**config.mk**
```make
export PLATFORM = sky130hd
export DESIGN_NAME = grid_dfs_path_search
export DESIGN_NICKNAME = d
export VERILOG_FILES = /design/src/design/gdps_pkg.sv /design/src/design/grid_dfs_path_search.sv
export SDC_FILE = /design/constraint.sdc
export NUM_CORES = 1
export LEC_CHECK = 0
export ABC_CLOCK_PERIOD_IN_PS = 9850
export BUFFER_PORTS_ARGS = -buffer_cell sky130_fd_sc_hd__buf_2
export CELL_PAD_IN_SITES_DETAIL_PLACEMENT = 0
export CELL_PAD_IN_SITES_GLOBAL_PLACEMENT = 1
export CORE_ASPECT_RATIO = 1.1
export CORE_UTILIZATION = 49
export CTS_BUF_LIST = sky130_fd_sc_hd__clkbuf_4 sky130_fd_sc_hd__clkbuf_8 sky130_fd_sc_hd__clkbuf_16
export CTS_CLUSTER_DIAMETER = 50
export DETAILED_ROUTE_END_ITERATION = 16
export PLACE_DENSITY = 0.73
export SYNTH_ARGS = -nofsm -noshare
export SYNTH_HDL_FRONTEND = slang
export SYNTH_SLANG_ARGS = --single-unit
```
**constraint.sdc**
```tcl
create_clock -name clock -period 9.85 [get_ports clock]
set_input_delay 0.985 -clock clock [delete_from_list [all_inputs] [get_ports clock]]
set_output_delay 0.985 -clock clock [all_outputs]
set_load 0.01 [all_outputs]
```
**src/design/gdps_pkg.sv**
```systemverilog
`default_nettype none

package gdps_pkg;

   // grid geometry
   localparam int GRID_DIM   = 8;
   localparam int COORD_W    = 3;
   localparam int CELL_W     = 2 * COORD_W;
   localparam int CELL_COUNT = GRID_DIM * GRID_DIM;
   localparam int COUNT_W    = CELL_W + 1;
   localparam int MAX_OUT    = 63;

   localparam logic [COORD_W-1:0] COORD_MAX = COORD_W'(GRID_DIM - 1);

   // item commands
   localparam logic CMD_LOAD   = 1'b0;
   localparam logic CMD_SEARCH = 1'b1;

   // neighbour directions, in visiting order
   localparam logic [1:0] DIR_Y_PLUS  = 2'd0;
   localparam logic [1:0] DIR_Y_MINUS = 2'd1;
   localparam logic [1:0] DIR_X_PLUS  = 2'd2;
   localparam logic [1:0] DIR_X_MINUS = 2'd3;

   typedef struct packed {
      logic               cmd;
      logic [2:0]         row_index;
      logic [7:0]         row_walls;
      logic [COORD_W-1:0] start_x;
      logic [COORD_W-1:0] start_y;
      logic [COORD_W-1:0] goal_x;
      logic [COORD_W-1:0] goal_y;
   } req_type;

   typedef struct packed {
      logic [COORD_W-1:0] step_x;
      logic [COORD_W-1:0] step_y;
      logic               found;
      logic               empty_path;
      logic               last;
   } rsp_type;

endpackage

`default_nettype wire

```
**src/design/grid_dfs_path_search.sv**
```systemverilog
`default_nettype none

// channel   ports                               direction   moves
// req       req_valid req_ready req_data        in          load or search item
// rsp       rsp_valid rsp_ready rsp_data        out         one path cell item
//
// a load item is taken in ST_IDLE; a search expands each cell with four
// neighbour checks, a stack read and a pop, traces each path cell with a
// parent read and a step back, and emits each cell with a path read and an
// output write; there are at most 65 expansions and 63 emitted path cells
// the single neighbour check unit and the single-read stack, parent and path
// memories set this pacing; req_ready is low for the whole search
// reset is synchronous and clears walls, counters, visited map and output valid
// a stalled rsp holds the sequencer in its emit step, nothing is dropped

module grid_dfs_path_search (
   input  wire                 clock,
   input  wire                 reset,
   input  wire                 req_valid,
   output logic                req_ready,
   input  gdps_pkg::req_type   req_data,
   output logic                rsp_valid,
   input  wire                 rsp_ready,
   output gdps_pkg::rsp_type   rsp_data
);

   // sequencer states
   localparam logic [2:0] ST_IDLE      = 3'd0;
   localparam logic [2:0] ST_EXPAND    = 3'd1;
   localparam logic [2:0] ST_CHECK     = 3'd2;
   localparam logic [2:0] ST_POP       = 3'd3;
   localparam logic [2:0] ST_TRACE_CHK = 3'd4;
   localparam logic [2:0] ST_TRACE_USE = 3'd5;
   localparam logic [2:0] ST_EMIT_RD   = 3'd6;
   localparam logic [2:0] ST_EMIT_OUT  = 3'd7;

   localparam int CW = gdps_pkg::COORD_W;
   localparam int IW = gdps_pkg::CELL_W;
   localparam int NW = gdps_pkg::COUNT_W;
   localparam int GD = gdps_pkg::GRID_DIM;
   localparam int CC = gdps_pkg::CELL_COUNT;

   logic [2:0]     state_ff, state_in;
   logic [1:0]     dir_ff, dir_in;
   logic [CW-1:0]  cur_x_ff, cur_x_in, cur_y_ff, cur_y_in;
   logic [CW-1:0]  start_x_ff, start_x_in, start_y_ff, start_y_in;
   logic [CW-1:0]  goal_x_ff, goal_x_in, goal_y_ff, goal_y_in;
   logic [NW-1:0]  cnt_ff, cnt_in;
   logic [NW-1:0]  n_ff, n_in;
   logic [IW-1:0]  rp_ff, rp_in;
   logic [IW-1:0]  e_ff, e_in;
   logic [CC-1:0]  visited_ff, visited_in;
   logic [7:0]     wall_ff [GD];
   logic [7:0]     wall_in [GD];
   logic           rsp_valid_ff, rsp_valid_in;
   gdps_pkg::rsp_type rsp_data_ff, rsp_data_in;

   // memories: one write and one registered read each
   logic [IW-1:0]  stack_mem [CC];
   logic [1:0]     parent_mem [CC];
   logic [IW-1:0]  path_mem [CC];

   logic           stack_we, stack_re, parent_we, parent_re, path_we, path_re;
   logic [IW-1:0]  stack_wa, stack_ra, parent_wa, parent_ra, path_wa, path_ra;
   logic [IW-1:0]  stack_wd, path_wd;
   logic [1:0]     parent_wd;
   logic [IW-1:0]  stack_rd_ff, path_rd_ff;
   logic [1:0]     parent_rd_ff;

   // neighbour check unit
   logic           nbr_in_grid;
   logic [CW-1:0]  nbr_x, nbr_y;
   logic [IW-1:0]  nbr_idx;
   logic           nbr_ok;

   logic           req_accept;
   logic           out_free;
   logic [NW-1:0]  cnt_dec;
   logic [NW-1:0]  n_dec;
   logic [IW-1:0]  emit_count;
   logic           emit_last;

   assign req_ready  = (state_ff == ST_IDLE) && !rsp_valid_ff;
   assign req_accept = req_valid && req_ready;
   assign out_free   = !rsp_valid_ff || rsp_ready;
   assign rsp_valid  = rsp_valid_ff;
   assign rsp_data   = rsp_data_ff;

   assign cnt_dec    = cnt_ff - NW'(1);
   assign n_dec      = n_ff - NW'(1);
   // at most MAX_OUT cells leave the block
   assign emit_count = n_ff[NW-1] ? IW'(gdps_pkg::MAX_OUT) : n_ff[IW-1:0];
   assign emit_last  = (e_ff == (emit_count - IW'(1)));

   // candidate neighbour of the current cell for direction dir_ff
   always_comb begin
      nbr_x       = cur_x_ff;
      nbr_y       = cur_y_ff;
      nbr_in_grid = 1'b0;
      case (dir_ff)
         gdps_pkg::DIR_Y_PLUS: begin
            nbr_in_grid = (cur_y_ff != gdps_pkg::COORD_MAX);
            nbr_y       = cur_y_ff + CW'(1);
         end
         gdps_pkg::DIR_Y_MINUS: begin
            nbr_in_grid = (cur_y_ff != '0);
            nbr_y       = cur_y_ff - CW'(1);
         end
         gdps_pkg::DIR_X_PLUS: begin
            nbr_in_grid = (cur_x_ff != gdps_pkg::COORD_MAX);
            nbr_x       = cur_x_ff + CW'(1);
         end
         gdps_pkg::DIR_X_MINUS: begin
            nbr_in_grid = (cur_x_ff != '0);
            nbr_x       = cur_x_ff - CW'(1);
         end
         default: begin
            nbr_in_grid = 1'b0;
         end
      endcase
      nbr_idx = {nbr_y, nbr_x};
      nbr_ok  = nbr_in_grid && !wall_ff[nbr_y][nbr_x] && !visited_ff[nbr_idx];
   end

   // sequencer
   always_comb begin
      state_in     = state_ff;
      dir_in       = dir_ff;
      cur_x_in     = cur_x_ff;
      cur_y_in     = cur_y_ff;
      start_x_in   = start_x_ff;
      start_y_in   = start_y_ff;
      goal_x_in    = goal_x_ff;
      goal_y_in    = goal_y_ff;
      cnt_in       = cnt_ff;
      n_in         = n_ff;
      rp_in        = rp_ff;
      e_in         = e_ff;
      visited_in   = visited_ff;
      wall_in      = wall_ff;
      rsp_valid_in = rsp_valid_ff && !rsp_ready;
      rsp_data_in  = rsp_data_ff;

      stack_we  = 1'b0;
      stack_wa  = cnt_ff[IW-1:0];
      stack_wd  = nbr_idx;
      stack_re  = 1'b0;
      stack_ra  = cnt_dec[IW-1:0];
      parent_we = 1'b0;
      parent_wa = nbr_idx;
      parent_wd = dir_ff;
      parent_re = 1'b0;
      parent_ra = {cur_y_ff, cur_x_ff};
      path_we   = 1'b0;
      path_wa   = n_ff[IW-1:0];
      path_wd   = {cur_y_ff, cur_x_ff};
      path_re   = 1'b0;
      path_ra   = rp_ff;

      case (state_ff)
         ST_IDLE: begin
            if (req_accept) begin
               if (req_data.cmd == gdps_pkg::CMD_LOAD) begin
                  wall_in[req_data.row_index] = req_data.row_walls;
               end else begin
                  start_x_in = req_data.start_x;
                  start_y_in = req_data.start_y;
                  goal_x_in  = req_data.goal_x;
                  goal_y_in  = req_data.goal_y;
                  if ((req_data.start_x == req_data.goal_x) &&
                      (req_data.start_y == req_data.goal_y)) begin
                     // start on goal: single flagged item
                     rsp_valid_in           = 1'b1;
                     rsp_data_in.step_x     = req_data.goal_x;
                     rsp_data_in.step_y     = req_data.goal_y;
                     rsp_data_in.found      = 1'b1;
                     rsp_data_in.empty_path = 1'b1;
                     rsp_data_in.last       = 1'b1;
                  end else begin
                     // start is left unmarked on purpose
                     visited_in = '0;
                     cnt_in     = '0;
                     cur_x_in   = req_data.start_x;
                     cur_y_in   = req_data.start_y;
                     dir_in     = gdps_pkg::DIR_Y_PLUS;
                     state_in   = ST_EXPAND;
                  end
               end
            end
         end
         ST_EXPAND: begin
            // one neighbour a cycle
            if (nbr_ok) begin
               visited_in[nbr_idx] = 1'b1;
               parent_we           = 1'b1;
               if (!cnt_ff[NW-1]) begin
                  stack_we = 1'b1;
                  cnt_in   = cnt_ff + NW'(1);
               end
            end
            dir_in = dir_ff + 2'd1;
            if (dir_ff == gdps_pkg::DIR_X_MINUS) begin
               state_in = ST_CHECK;
            end
         end
         ST_CHECK: begin
            if (cnt_ff == '0) begin
               // stack ran dry: no path
               rsp_valid_in           = 1'b1;
               rsp_data_in.step_x     = '0;
               rsp_data_in.step_y     = '0;
               rsp_data_in.found      = 1'b0;
               rsp_data_in.empty_path = 1'b0;
               rsp_data_in.last       = 1'b1;
               state_in               = ST_IDLE;
            end else begin
               cnt_in   = cnt_dec;
               stack_re = 1'b1;
               state_in = ST_POP;
            end
         end
         ST_POP: begin
            cur_x_in = stack_rd_ff[CW-1:0];
            cur_y_in = stack_rd_ff[IW-1:CW];
            if ((stack_rd_ff[CW-1:0] == goal_x_ff) &&
                (stack_rd_ff[IW-1:CW] == goal_y_ff)) begin
               n_in     = '0;
               state_in = ST_TRACE_CHK;
            end else begin
               dir_in   = gdps_pkg::DIR_Y_PLUS;
               state_in = ST_EXPAND;
            end
         end
         ST_TRACE_CHK: begin
            if (((cur_x_ff == start_x_ff) && (cur_y_ff == start_y_ff)) || n_ff[NW-1]) begin
               rp_in    = n_dec[IW-1:0];
               e_in     = '0;
               state_in = ST_EMIT_RD;
            end else begin
               parent_re = 1'b1;
               state_in  = ST_TRACE_USE;
            end
         end
         ST_TRACE_USE: begin
            // store cell, then step back towards its parent
            path_we = 1'b1;
            n_in    = n_ff + NW'(1);
            case (parent_rd_ff)
               gdps_pkg::DIR_Y_PLUS:  cur_y_in = cur_y_ff - CW'(1);
               gdps_pkg::DIR_Y_MINUS: cur_y_in = cur_y_ff + CW'(1);
               gdps_pkg::DIR_X_PLUS:  cur_x_in = cur_x_ff - CW'(1);
               gdps_pkg::DIR_X_MINUS: cur_x_in = cur_x_ff + CW'(1);
               default:               cur_x_in = cur_x_ff;
            endcase
            state_in = ST_TRACE_CHK;
         end
         ST_EMIT_RD: begin
            path_re  = 1'b1;
            state_in = ST_EMIT_OUT;
         end
         ST_EMIT_OUT: begin
            // path buffer is read backwards: start side first
            if (out_free) begin
               rsp_valid_in           = 1'b1;
               rsp_data_in.step_x     = path_rd_ff[CW-1:0];
               rsp_data_in.step_y     = path_rd_ff[IW-1:CW];
               rsp_data_in.found      = 1'b1;
               rsp_data_in.empty_path = 1'b0;
               rsp_data_in.last       = emit_last;
               if (emit_last) begin
                  state_in = ST_IDLE;
               end else begin
                  rp_in    = rp_ff - IW'(1);
                  e_in     = e_ff + IW'(1);
                  state_in = ST_EMIT_RD;
               end
            end
         end
         default: begin
            state_in = ST_IDLE;
         end
      endcase
   end

   always_ff @(posedge clock) begin
      if (reset) begin
         state_ff     <= ST_IDLE;
         cnt_ff       <= '0;
         n_ff         <= '0;
         visited_ff   <= '0;
         rsp_valid_ff <= 1'b0;
         for (int i = 0; i < GD; i++) begin
            wall_ff[i] <= '0;
         end
      end else begin
         state_ff     <= state_in;
         cnt_ff       <= cnt_in;
         n_ff         <= n_in;
         visited_ff   <= visited_in;
         rsp_valid_ff <= rsp_valid_in;
         wall_ff      <= wall_in;
      end
   end

   // payload registers, no reset needed
   always_ff @(posedge clock) begin
      dir_ff      <= dir_in;
      cur_x_ff    <= cur_x_in;
      cur_y_ff    <= cur_y_in;
      start_x_ff  <= start_x_in;
      start_y_ff  <= start_y_in;
      goal_x_ff   <= goal_x_in;
      goal_y_ff   <= goal_y_in;
      rp_ff       <= rp_in;
      e_ff        <= e_in;
      rsp_data_ff <= rsp_data_in;
   end

   // search stack
   always_ff @(posedge clock) begin
      if (stack_we) begin
         stack_mem[stack_wa] <= stack_wd;
      end
      if (stack_re) begin
         stack_rd_ff <= stack_mem[stack_ra];
      end
   end

   // parent directions
   always_ff @(posedge clock) begin
      if (parent_we) begin
         parent_mem[parent_wa] <= parent_wd;
      end
      if (parent_re) begin
         parent_rd_ff <= parent_mem[parent_ra];
      end
   end

   // traced path, goal first
   always_ff @(posedge clock) begin
      if (path_we) begin
         path_mem[path_wa] <= path_wd;
      end
      if (path_re) begin
         path_rd_ff <= path_mem[path_ra];
      end
   end

   // stack never holds more than the cell count
   assert property (@(posedge clock) disable iff (reset)
      cnt_ff <= NW'(CC))
      else $error("stack count overflow");

   // a search item either starts the sequencer or answers at once
   assert property (@(posedge clock) disable iff (reset)
      (req_accept && (req_data.cmd == gdps_pkg::CMD_SEARCH)) |=>
         ((state_ff != ST_IDLE) || rsp_valid_ff))
      else $error("search item left no trace");

   // empty path item is always a found, final item
   assert property (@(posedge clock) disable iff (reset)
      (rsp_valid_ff && rsp_data_ff.empty_path) |->
         (rsp_data_ff.found && rsp_data_ff.last))
      else $error("empty path item malformed");

   // no-path item is final and at the origin
   assert property (@(posedge clock) disable iff (reset)
      (rsp_valid_ff && !rsp_data_ff.found) |->
         (rsp_data_ff.last && (rsp_data_ff.step_x == '0) && (rsp_data_ff.step_y == '0)))
      else $error("no-path item malformed");

   // emit counter stays inside the path
   assert property (@(posedge clock) disable iff (reset)
      (state_ff == ST_EMIT_OUT) |-> (e_ff < emit_count))
      else $error("emit counter past path end");

endmodule

`default_nettype wire
```
==> flow_metrics.py <==
metrics = {
    "grt": {
        "grt_usage_pct": 22.8,
        "antenna_found_initial": 10,
        "grt_overflow_total": 0,
        "grt_pass1_vias": 25200,
        "grt_pass1_wl_mm": 161,
        "grt_max_degree": 102,
    },
    "yosys": {
        "synth_top_family_by_area": "multiplexers",
        "yosysUniqueCellTypes": 82,
        "syn_avg_cell_area_um2": 16.7,
        "synthesis.area_um2": 45800,
        "synth_compound_area_share_pct": 4.83,
        "syn-num-nets": 2789,
        "synth-xor-area-share_pct": 0.858,
        "synth_adder_area_share_pct": 0.465,
        "async_flop_share_pct": 0,
        "synthMuxAreaShare_pct": 16.0,
        "synth-simple-area-share_pct": 6.96,
        "synth_edf_count": 951,
        "synth.ff_latch_count": 1097,
        "dominantRegCellSynth": "edfxtp_1",
        "syn_inst": 2744,
        "seq_area_frac_synth_pct": 68.8,
        "ys_warn_count": 0,
    },
    "cts": {
        "cts-root-buf": "clkbuf_16",
        "clock_latency_ps": 700,
        "path_clk_slew_ps": 60,
        "post_cts.repair.setup_buffers": 0,
        "cts_resized": 0,
        "cts.sinks": 1097,
        "cts.path.max_buffers": 3,
        "hold_buffers": 0,
        "cts_tree": "built",
        "htree_levels": 3,
        "cts_buffers": 109,
    },
    "critical_path": {
        "arrival_ps": 7770,
        "end_kind": "flop",
        "critPathMaxStageDelay_ps": 1150,
        "path_class": "reg2reg",
        "setup.worst_path.start_class": "flop",
        "crit_fanout": 82,
        "crit_path_cell_trace": "buf_4 > ha_1 > inv_1 > o21ai_4 > nand2_4 > inv_4 > o21ai_0 > o41ai_1 > o211ai_1 > nor3b_2 > nand4_1 > nor2_1",
        "cp_slowest_cell": "nand4_1",
        "critPathRequiredTime_ps": 10160,
    },
    "die": {
        "io_pins": 39,
        "fp.coreArea_um2": 92500,
        "initial_core_util_pct": 49.5,
        "fp.dieH_um": 323,
        "die_width_um": 293,
        "row_count": 117,
        "dieArea_um2": 94600,
    },
    "layout": {
        "nets": 2773,
        "final_cell_mix": "edfxtp_1, mux4_2, nor2_1, dfxtp_1, nand2_1",
        "finalCoreUtilization_pct": 55.0,
        "area_growth_pct": 11.1,
        "mostFrequentLayoutCell": "edfxtp_1",
        "drive_gt1_share_pct": 21.5,
    },
    "sta": {
        "tightest_slew_ps": 1180,
        "grt_setup_unrepaired": "false",
        "timing.setup.tns_ps": 0,
        "finalSetupViolCount": 0,
        "fin_crit_sh_pct": 75.7,
        "fmax_mhz": 134,
        "relSlewSlack_pct": 21.4,
        "hold_violations": 0,
        "fin_crit_ps": 7450,
        "finalClockSkew_ps": 26.9,
        "slew_violations": 0,
    },
    "pwr": {
        "internal_power_mw": 7.90,
        "switching_power_mw": 2.55,
        "power.density_nw_per_um2": 206,
        "swShare_pct": 24.4,
        "leakage_nw": 15.9,
        "max-vdd-ir-drop_mv": 0.180,
        "p_comb_share_pct": 9.5,
        "p_seq_share_pct": 49.9,
        "p_clk_share_pct": 40.6,
    },
    "drt": {
        "dr.first_iter.drc_count": 2472,
        "drt_first_pass_iters": 5,
        "routed_wl_mm": 106,
        "drc": 0,
        "via_per_inst": 6.13,
        "vias": 25000,
        "post_drt_wl_per_cell_um": 26.0,
        "antenna_left": 0,
    },
    "min_path": {
        "hold_path.class": "reg2reg",
    },
    "placed_design": {
        "routabilityCongestion": 0.905,
        "hpwl_mm": 66.1,
        "port_buffers": 38,
    },
    "run_status": {
        "status": "finished clean",
    },
    "flow_run": {
        "drv_cap": 0,
    },
}
==> sequential cells by signal, indices dropped and copies added (netlist names) <==
name / flops
path_rd_ff: 6
parent_mem: 128
state_ff: 3
stack_mem: 384
cur_x_ff: 3
rsp_valid: 1
goal_x_ff: 3
path_ra: 6
dir_ff: 2
rsp_data: 9
cnt_ff: 7
visited_ff: 64
e_ff: 6
wall_ff: 64
goal_y_ff: 3
stack_rd_ff: 6
parent_rd_ff: 2
start_y_ff: 3
path_mem: 384
n_ff: 7
cur_y_ff: 3
start_x_ff: 3
==> metrics by stage <==
stage	cell area [um^2]	cells	power [mW]	worst slack, ps	hold WS, ps
final	50800	4076	10.5	2400	449
after CTS	50800	4069	10.5	2410	450
after global routing	50800	4071	10.8	1740	469
after floorplan	45800	2744	5.96	4200	419
after detailed placement	47100	3866	6.32	2430	436
after global placement	47100	3866	6.30	2610	429
==> final timing paths <==
check                                    start              end  slack, ps  depth (start not counted)
worst max-delay path                 dir_ff[0]  stack_mem[1][2]       2400                         12
worst min-delay path            visited_ff[18]   visited_ff[18]        450                          2
worst max register to register       dir_ff[0]  stack_mem[1][2]       2400                         12
worst min register to register  visited_ff[18]   visited_ff[18]        450                          2
==> logic make-up (layout without fill, tap and decap cells) <==
group           count (synthesis)  in the layout
compound gates                316            316
xor+xnor                       44             44
flops                        1097           1097
buf+inv                       238            314
fa+ha+maj                      17             17
mux                           387            387
simple gates                  645            645
other cells                     0              7
==> synth_stat cells (all sizes together), types with 6 or more instances <==
library cell    n  share of area [%]
inv            27               0.23
nand3b          9               0.15
a31oi          12               0.18
clkbuf        131                1.1
o221ai          8               0.15
dfxtp         146                6.4
nor2          213                1.7
nor2b          34               0.46
nand4          16               0.30
nor4           25               0.48
ha             17               0.46
mux4          275                 14
o22a            7               0.13
nor3          117                1.3
xor2           22               0.42
xnor2          22               0.44
buf            79               0.80
mux2            8               0.20
a21oi          63               0.69
or2             6              0.082
a22o            7               0.13
mux2i         104                2.3
nand3          54               0.61
a211oi         50               0.82
o31ai          65                1.1
edfxtp        951                 62
nand2         121                1.0
o22ai          17               0.23
nand2b         13               0.18
nor3b           8               0.14
o21ai          38               0.45
==> cell type report <==
type | count | area (um^2)
Tap cell | 1249 | 1560
Fill cell | 7180 | 41700
Timing Repair Buffer | 83 | 528
Inverter | 28 | 108
Sequential cell | 1097 | 31500
Multi-Input combinational cell | 1409 | 13400
Clock buffer | 129 | 2910
Antenna cell | 7 | 17.5
Clock inverter | 74 | 838
==> critical path: cells and delay by family (launching register included) <==
family	cells	cell delay [ps]
adder cells (fa/ha/maj)	1	780
AND/OR/NAND/NOR	4	3060
AO/OA/AOI/OAI	4	1430
flip-flops	1	320
buffers and inverters	3	1460
==> power groups by stage <==
stage          registers [mW]  logic [mW]  clock network (mW)
4_1_cts                  5.22       0.999                4.31
6_report                 5.22       0.992                4.24
3_5_place_dp             5.32       0.999                   0
2_1_floorplan            5.33       0.622                   0
3_3_place_gp             5.32       0.980                   0
5_1_grt                  5.22        1.06                4.49
==> routing by layer <==
layer | track usage, % | wire length [um] | up-vias
met5 | 0 | 38 | -
met4 | 7.09 | 2780 | 6
met3 | 3.85 | 7130 | 176
met2 | 37.2 | 51900 | 925
met1 | 31.4 | 44200 | 12900
li1 | - | - | 10900
Power figures use the tool's default switching activity.
